===== config.mk =====
export PLATFORM = sky130hd
export DESIGN_NAME = rgb_to_hsv_converter
export DESIGN_NICKNAME = d
export VERILOG_FILES = /design/src/rhc_pkg.sv /design/src/rgb_to_hsv_converter.sv /design/src/rhc_front.sv /design/src/rhc_fifo.sv /design/src/rhc_back.sv
export VERILOG_INCLUDE_DIRS = /design/src /design/src/src
export SDC_FILE = /design/constraint.sdc
export NUM_CORES = 1
export LEC_CHECK = 0
export BUFFER_PORTS_ARGS = -buffer_cell sky130_fd_sc_hd__buf_2
export CAP_MARGIN = 25
export CORE_ASPECT_RATIO = 0.5
export CORE_MARGIN = 10
export CORE_UTILIZATION = 52
export DETAILED_ROUTE_END_ITERATION = 8
export PLACE_DENSITY_LB_ADDON = 0.12
export SYNTH_ARGS = -nofsm -noshare
export SYNTH_HDL_FRONTEND = slang
export SYNTH_HIERARCHICAL = 1
export SYNTH_SLANG_ARGS = --single-unit

===== constraint.sdc =====
create_clock -name clk_i -period 18.55 [get_ports clk_i]
set_clock_uncertainty 0.15 [all_clocks]
set_input_delay 2.7825 -clock clk_i [delete_from_list [all_inputs] [get_ports clk_i]]
set_output_delay 2.7825 -clock clk_i [all_outputs]
set_load 0.1 [all_outputs]

===== src/rgb_to_hsv_converter_assert.svh =====
// Assertion macros for the RGB to HSV converter.
// Used by the top level; needs no other file.
`ifndef RGB_TO_HSV_CONVERTER_ASSERT_SVH
`define RGB_TO_HSV_CONVERTER_ASSERT_SVH

// Condition implies consequence in the same cycle.
`define RHC_ASSERT_NOW(lbl, clk, rstn, ante, cons) \
  lbl: assert property (@(posedge clk) disable iff (!rstn) (ante) |-> (cons)) \
    else $error("rgb_to_hsv_converter: check failed");

// Condition implies consequence in the next cycle.
`define RHC_ASSERT_NEXT(lbl, clk, rstn, ante, cons) \
  lbl: assert property (@(posedge clk) disable iff (!rstn) (ante) |=> (cons)) \
    else $error("rgb_to_hsv_converter: check failed");

`endif


===== src/rhc_pkg.sv =====
// Shared constants for the RGB to HSV converter.
// No dependencies.
package rhc_pkg;
  localparam int unsigned ChannelBitsDefault = 8;
  localparam int unsigned HueBitsDefault     = 8;
  localparam int unsigned QueueDepth         = 2;
endpackage


===== src/rgb_to_hsv_converter.sv =====
// Converts one RGBA pixel per clock to HSV plus alpha. A pixel accepted on the input appears
// on the output after passing the queue, the input register of the divider pipeline and the
// bit-per-stage divider stages, whose last stage is the output register. With the output
// ready, one pixel is taken and one delivered
// every clock. Depends on rhc_pkg, rhc_front, rhc_fifo, rhc_back and the assertion macro header.
`include "rgb_to_hsv_converter_assert.svh"
module rgb_to_hsv_converter #(
  parameter int unsigned CHANNEL_BITS = rhc_pkg::ChannelBitsDefault,
  parameter int unsigned HUE_BITS     = rhc_pkg::HueBitsDefault,
  localparam int unsigned InW  = ((4*CHANNEL_BITS + 7) / 8) * 8,
  localparam int unsigned OutW = ((HUE_BITS + 3*CHANNEL_BITS + 7) / 8) * 8
) (
  input  logic            clk_i,
  input  logic            rst_ni,
  input  logic            s_axis_tvalid,
  output logic            s_axis_tready,
  input  logic [InW-1:0]  s_axis_tdata,   // red, green, blue, alpha_in
  output logic            m_axis_tvalid,
  input  logic            m_axis_tready,
  output logic [OutW-1:0] m_axis_tdata    // hue, saturation, value, alpha_out
);
  localparam int unsigned CB = CHANNEL_BITS;
  localparam int unsigned EW = 5*CB + 7;

  logic [CB+2:0] f_num, f_turn;
  logic [CB-1:0] f_delta, f_max;
  logic          f_gray, q_full, q_valid, pop, push;
  logic [EW-1:0] q_wdata, q_rdata;
  logic [HUE_BITS-1:0] hue;
  logic [CB-1:0] sat, val, alpha;

  rhc_front #(.CB(CB)) u_front (
    .red_i(s_axis_tdata[CB-1:0]),
    .green_i(s_axis_tdata[2*CB-1:CB]),
    .blue_i(s_axis_tdata[3*CB-1:2*CB]),
    .hue_num_o(f_num), .turn_o(f_turn), .delta_o(f_delta), .max_o(f_max), .gray_o(f_gray)
  );

  assign s_axis_tready = !q_full;
  assign push          = s_axis_tvalid && !q_full;
  assign q_wdata = {f_gray, s_axis_tdata[4*CB-1:3*CB], f_max, f_delta, f_turn, f_num};

  rhc_fifo #(.W(EW)) u_fifo (
    .clk_i, .rst_ni, .push_i(push), .wdata_i(q_wdata), .full_o(q_full),
    .pop_i(pop), .valid_o(q_valid), .rdata_o(q_rdata)
  );

  rhc_back #(.CB(CB), .HB(HUE_BITS)) u_back (
    .clk_i, .rst_ni,
    .in_valid_i(q_valid), .in_pop_o(pop),
    .hue_num_i(q_rdata[CB+2:0]),
    .turn_i(q_rdata[2*CB+5:CB+3]),
    .delta_i(q_rdata[3*CB+5:2*CB+6]),
    .max_i(q_rdata[4*CB+5:3*CB+6]),
    .alpha_i(q_rdata[5*CB+5:4*CB+6]),
    .gray_i(q_rdata[5*CB+6]),
    .out_valid_o(m_axis_tvalid), .out_ready_i(m_axis_tready),
    .hue_o(hue), .sat_o(sat), .value_o(val), .alpha_o(alpha)
  );

  assign m_axis_tdata = OutW'({alpha, val, sat, hue});

  `RHC_ASSERT_NOW(a_gray_hue, clk_i, rst_ni, m_axis_tvalid && sat == '0, hue == '0)
  `RHC_ASSERT_NEXT(a_hold, clk_i, rst_ni, m_axis_tvalid && !m_axis_tready, m_axis_tvalid)
endmodule


===== src/rhc_front.sv =====
// Front end: finds max, min and delta, picks the hue sector and forms the hue numerator.
// Uses rhc_pkg defaults.
module rhc_front #(
  parameter int unsigned CB = rhc_pkg::ChannelBitsDefault
) (
  input  logic [CB-1:0] red_i,
  input  logic [CB-1:0] green_i,
  input  logic [CB-1:0] blue_i,
  output logic [CB+2:0] hue_num_o,
  output logic [CB+2:0] turn_o,
  output logic [CB-1:0] delta_o,
  output logic [CB-1:0] max_o,
  output logic          gray_o
);
  logic [CB-1:0] mx, mn;
  logic signed [CB+3:0] num, dl, rs, gs, bs, tn;

  always_comb begin
    mx = red_i;
    if (green_i > mx) mx = green_i;
    if (blue_i > mx) mx = blue_i;
    mn = red_i;
    if (green_i < mn) mn = green_i;
    if (blue_i < mn) mn = blue_i;
    delta_o = mx - mn;
    dl = signed'({4'b0, delta_o});
    rs = signed'({4'b0, red_i});
    gs = signed'({4'b0, green_i});
    bs = signed'({4'b0, blue_i});
    tn = (dl <<< 2) + (dl <<< 1);
    priority if (mx == red_i) begin
      num = gs - bs;
    end else if (mx == green_i) begin
      num = (dl <<< 1) + bs - rs;
    end else begin
      num = (dl <<< 2) + rs - gs;
    end
    if (num < 0) num = num + tn;
    hue_num_o = num[CB+2:0];
    turn_o    = tn[CB+2:0];
    max_o     = mx;
    gray_o    = (delta_o == '0);
  end
endmodule


===== src/rhc_fifo.sv =====
// Short queue between the front end and the divider pipeline.
// Uses rhc_pkg for its depth.
module rhc_fifo #(
  parameter int unsigned W = 8
) (
  input  logic         clk_i,
  input  logic         rst_ni,
  input  logic         push_i,
  input  logic [W-1:0] wdata_i,
  output logic         full_o,
  input  logic         pop_i,
  output logic         valid_o,
  output logic [W-1:0] rdata_o
);
  logic [W-1:0] mem_q [rhc_pkg::QueueDepth];
  logic       wp_q, rp_q;
  logic [1:0] cnt_q;

  assign full_o  = (cnt_q == 2'd2);
  assign valid_o = (cnt_q != 2'd0);
  assign rdata_o = mem_q[rp_q];

  always_ff @(posedge clk_i) begin
    if (push_i) mem_q[wp_q] <= wdata_i;
  end

  always_ff @(posedge clk_i or negedge rst_ni) begin
    if (!rst_ni) begin
      wp_q  <= 1'b0;
      rp_q  <= 1'b0;
      cnt_q <= 2'd0;
    end else begin
      if (push_i) wp_q <= ~wp_q;
      if (pop_i) rp_q <= ~rp_q;
      cnt_q <= cnt_q + {1'b0, push_i} - {1'b0, pop_i};
    end
  end
endmodule


===== src/rhc_back.sv =====
// Back end: pipelined restoring dividers for hue and saturation, one quotient bit per stage.
// Uses rhc_pkg defaults; the last stage is the output register.
module rhc_back #(
  parameter int unsigned CB = rhc_pkg::ChannelBitsDefault,
  parameter int unsigned HB = rhc_pkg::HueBitsDefault
) (
  input  logic          clk_i,
  input  logic          rst_ni,
  input  logic          in_valid_i,
  output logic          in_pop_o,
  input  logic [CB+2:0] hue_num_i,
  input  logic [CB+2:0] turn_i,
  input  logic [CB-1:0] delta_i,
  input  logic [CB-1:0] max_i,
  input  logic [CB-1:0] alpha_i,
  input  logic          gray_i,
  output logic          out_valid_o,
  input  logic          out_ready_i,
  output logic [HB-1:0] hue_o,
  output logic [CB-1:0] sat_o,
  output logic [CB-1:0] value_o,
  output logic [CB-1:0] alpha_o
);
  localparam int unsigned NS = (HB > CB) ? HB : CB;

  logic          vld_q   [NS+1];
  logic [CB+2:0] hrem_q  [NS+1];
  logic [CB+2:0] turn_q  [NS+1];
  logic [HB-1:0] hq_q    [NS+1];
  logic [CB-1:0] srem_q  [NS+1];
  logic [CB-1:0] slow_q  [NS+1];
  logic [CB-1:0] sq_q    [NS+1];
  logic [CB-1:0] max_q   [NS+1];
  logic [CB-1:0] alpha_q [NS+1];
  logic          gray_q  [NS+1];
  logic          adv;
  logic [2*CB-1:0] prod;

  assign adv      = !vld_q[NS] || out_ready_i;
  assign in_pop_o = adv && in_valid_i;
  assign prod     = ({{CB{1'b0}}, delta_i} << CB) - {{CB{1'b0}}, delta_i};

  always_ff @(posedge clk_i or negedge rst_ni) begin
    if (!rst_ni) begin
      vld_q[0] <= 1'b0;
    end else if (adv) begin
      vld_q[0] <= in_valid_i;
    end
  end

  always_ff @(posedge clk_i) begin
    if (adv) begin
      hrem_q[0]  <= hue_num_i;
      turn_q[0]  <= turn_i;
      hq_q[0]    <= '0;
      srem_q[0]  <= prod[2*CB-1:CB];
      slow_q[0]  <= prod[CB-1:0];
      sq_q[0]    <= '0;
      max_q[0]   <= max_i;
      alpha_q[0] <= alpha_i;
      gray_q[0]  <= gray_i;
    end
  end

  for (genvar k = 0; k < NS; k++) begin : g_stage
    logic [CB+3:0] h2;
    logic [CB:0]   s2;
    logic          hbit, sbit;

    always_comb begin
      h2   = {hrem_q[k], 1'b0};
      hbit = (h2 >= {1'b0, turn_q[k]});
      s2   = {srem_q[k], slow_q[k][CB-1]};
      sbit = (s2 >= {1'b0, max_q[k]});
    end

    always_ff @(posedge clk_i or negedge rst_ni) begin
      if (!rst_ni) begin
        vld_q[k+1] <= 1'b0;
      end else if (adv) begin
        vld_q[k+1] <= vld_q[k];
      end
    end

    always_ff @(posedge clk_i) begin
      if (adv) begin
        turn_q[k+1]  <= turn_q[k];
        max_q[k+1]   <= max_q[k];
        alpha_q[k+1] <= alpha_q[k];
        gray_q[k+1]  <= gray_q[k];
        if (k < HB) begin
          hrem_q[k+1] <= hbit ? (h2[CB+2:0] - turn_q[k]) : h2[CB+2:0];
          hq_q[k+1]   <= {hq_q[k][HB-2:0], hbit};
        end else begin
          hrem_q[k+1] <= hrem_q[k];
          hq_q[k+1]   <= hq_q[k];
        end
        if (k < CB) begin
          srem_q[k+1] <= sbit ? (s2[CB-1:0] - max_q[k]) : s2[CB-1:0];
          slow_q[k+1] <= {slow_q[k][CB-2:0], 1'b0};
          sq_q[k+1]   <= {sq_q[k][CB-2:0], sbit};
        end else begin
          srem_q[k+1] <= srem_q[k];
          slow_q[k+1] <= slow_q[k];
          sq_q[k+1]   <= sq_q[k];
        end
      end
    end
  end

  assign out_valid_o = vld_q[NS];
  assign hue_o       = gray_q[NS] ? '0 : hq_q[NS];
  assign sat_o       = gray_q[NS] ? '0 : sq_q[NS];
  assign value_o     = max_q[NS];
  assign alpha_o     = alpha_q[NS];
endmodule


==> metrics.cfg <==
[outcome]
outcome=completed

[synth]
synth_mux_area_share_pct=6.44
async_flop_share_pct=2.14
synth_cell_types=104
synth_top_family_by_area=compound AO/OA/AOI/OAI gates
netlist_area_um2=32500
synth_nets=2814
synth_fa_ha_area_share_pct=10.8
synth_seq_cells=608
synthTopCellsByArea=edfxtp_1, ha_1, inv_1
yosys.area_share.simple_pct=6.96
synthCells=2517
synth-compound-area-share_pct=11.8
yosysWarningCount=6
syn_avg_cell_area_um2=12.9
yosysTopAreaCellShare_pct=55.0
yosysTopAreaCell=edfxtp_1
ys_seq_area_share_pct=56.0
synth_xor_area_share_pct=3.66
synthFlopType=edfxtp_1
synth-edff-count=595

[route]
first_iter_violations=1112
wirelength_mm=58.1
dr.pass1.iters=5
routedWlPerCell_um=16.7
final_antenna_net_count=0
drc_errors=0
avgViaCountPerCell=5.38
via_count=18765

[worst_hold_path]
hp-class=register to register

[place]
dp.cells=3385
dpl-instance-area_um2=33800
pre_cts_ws_ps=5980
io_buffers=69
gp_congestion=0.881
dp_hpwl_mm=42.5

[critical_path]
critPathRequiredTime_ps=18770
slowest_delay_ps=640
cp-start-kind=primary input
cpMostUsedCell=a21oi_1
critPathTopFamily=compound AO/OA/AOI/OAI gates
crit_buf_inv=5
arrival_ps=12360
crit_fanout=12
path_class=primary input to register
cp_slowest_cell=mux2i_1
critPathCaptureType=register
r2r_setup_slack_ps=14910

[layout]
fin_area_um2=35600
num-fill-cells=4999
seq_area_um2=18200
final_nets=2914
instances_no_fill=3488
drive_gt1_share_pct=14.2
syn2layout_area_growth_pct=9.58
antenna_cells=0
multi_input_area_um2=12900

[timing]
finalSetupViolCount=0
slew_headroom_pct=25.8
setup_tns_ps=0
tightest_slew_ps=1110
min_period_ps=12140
rsz0062_at_grt=no
worst_slack_ps=6410
maxSlewViolCount=0
post-route-period-util_pct=65.4
fmax_mhz=82.4
finalHoldViolCount=0

[grt]
grt_pass1_wl_mm=94.4
grt_max_degree=200
antenna_found_initial=0
grt.total_usage_pct=15.4
grt_overflow=0
grt_pass1_vias=18440

[floorplan]
core_um2=61500
die_y_um=197
fp-row-count=64
dieWidth_um=374
initial_core_util_pct=52.9
dieArea_um2=73500
boundaryPins=70

[cts]
clk_latency_ps=590
clk_path_buf_depth=3
cts_tree=done
cts_hold_buf=0
clkTransAtPathRegs_ps=70
cts.sinks=608
cts_root_buf=clkbuf_16
post-cts-setup-buffer-count=0
cts_resized=0
htreeDepth=2
cts_buffers=54

[flow_run]
drv_cap=0

[placed cells by master, fill, tap and decap left out, types with 46 or more instances in the layout]
master / Yosys / final
o21ai_0: 103 / 103
ha_1: 228 / 228
xor2_1: 46 / 46
clkbuf_16: 0 / 55
nor2_1: 145 / 145
xnor2_1: 76 / 76
nand2_1: 62 / 62
a21oi_1: 171 / 171
mux2_4: 74 / 74
a21o_1: 51 / 51
mux2_2: 63 / 63
inv_1: 302 / 302
edfxtp_1: 595 / 595
buf_2: 8 / 69
[per-stage QoR]
stage / utilization [%] / hold WS [ps]
finish: 57.9 / 234
CTS: 57.9 / 231
floorplan: - / 250
detailed placement: 54.9 / 255
global route: 57.9 / 232
global placement: 54.9 / 250
[flip-flops by register name, indices dropped and copies added (netlist names)]
register and cells:
u_back/max_q 72, u_back/vld_q 8, u_back/srem_q 64, u_fifo/mem_q 94
u_fifo/cnt_q 2, u_back/hq_q 36, u_back/slow_q 36, u_back/hrem_q 88
u_back/sq_q 36, u_fifo/rp_q 1, u_back/gray_q 9, u_fifo/wp_q 1
u_back/out_valid_o 1, u_back/alpha_q 72, u_back/turn_q 88
[layer usage]
layer | routed length [um] | vias up | track usage [%] | part of all wire [%]
li1 | - | 9484 | - | -
met2 | 26900 | 272 | 25.8 | 46
met3 | 2210 | 76 | 2.62 | 3.8
met4 | 1220 | 0 | 3.96 | 2.1
met1 | 27900 | 8933 | 20.9 | 48
met5 | 0 | - | 0 | 0
[path summary, 6_finish.rpt]
kind,cells past startpoint,to,startpoint
worst max-delay path,36,u_fifo/mem_q[0][10]$_DFFE_PP_,s_axis_tdata[5]
worst min-delay path,0,u_back/gray_q[1][0]$_DFFE_PN_,u_back/gray_q[0][3]$_DFFE_PN_
worst max register to register,4,u_back/turn_q[0][84]$_DFFE_PN_,u_back/out_valid_o$_DFFE_PN0N_
worst min register to register,0,u_back/gray_q[1][0]$_DFFE_PN_,u_back/gray_q[0][3]$_DFFE_PN_
max in group asynchronous,1,u_fifo/rp_q$_DFFE_PN0P_,rst_ni
min in group asynchronous,1,u_back/out_valid_o$_DFFE_PN0N_,rst_ni
[cell families after synthesis]
group                    count (synthesis)
adder cells (fa/ha/maj)                262
XOR/XNOR                               128
AO/OA/AOI/OAI                          577
flip-flops                             608
other                                    1
multiplexers                           163
AND/OR/NAND/NOR                        435
buffers and inverters                  343
[synthesized netlist by cell type (24+ instances only)]
| master | number |
|---|---|
| ha_1 | 228 |
| edfxtp_1 | 595 |
| nor3_1 | 27 |
| nor2_1 | 145 |
| o21ai_0 | 103 |
| fa_1 | 33 |
| a21o_1 | 51 |
| inv_1 | 302 |
| nand2b_1 | 30 |
| xnor2_1 | 76 |
| a21oi_1 | 171 |
| a21boi_0 | 26 |
| a211oi_1 | 24 |
| o21ai_1 | 24 |
| mux2_2 | 63 |
| nand2_1 | 62 |
| xor2_1 | 46 |
| mux2_4 | 74 |
| mux2i_1 | 25 |
| nor2b_1 | 44 |
[cell type report]
class	count	share of cell area (%)
Clock buffer	66	3.98
Clock inverter	36	1.20
Inverter	306	3.22
Multi-Input combinational cell	1566	36.3
Sequential cell	608	51.1
Tap cell	825	2.90
Timing Repair Buffer	81	1.29
Power is left out: the tool's default activity adds up to more than one toggle a clock period on the data nets, which glitch-free logic cannot reach.
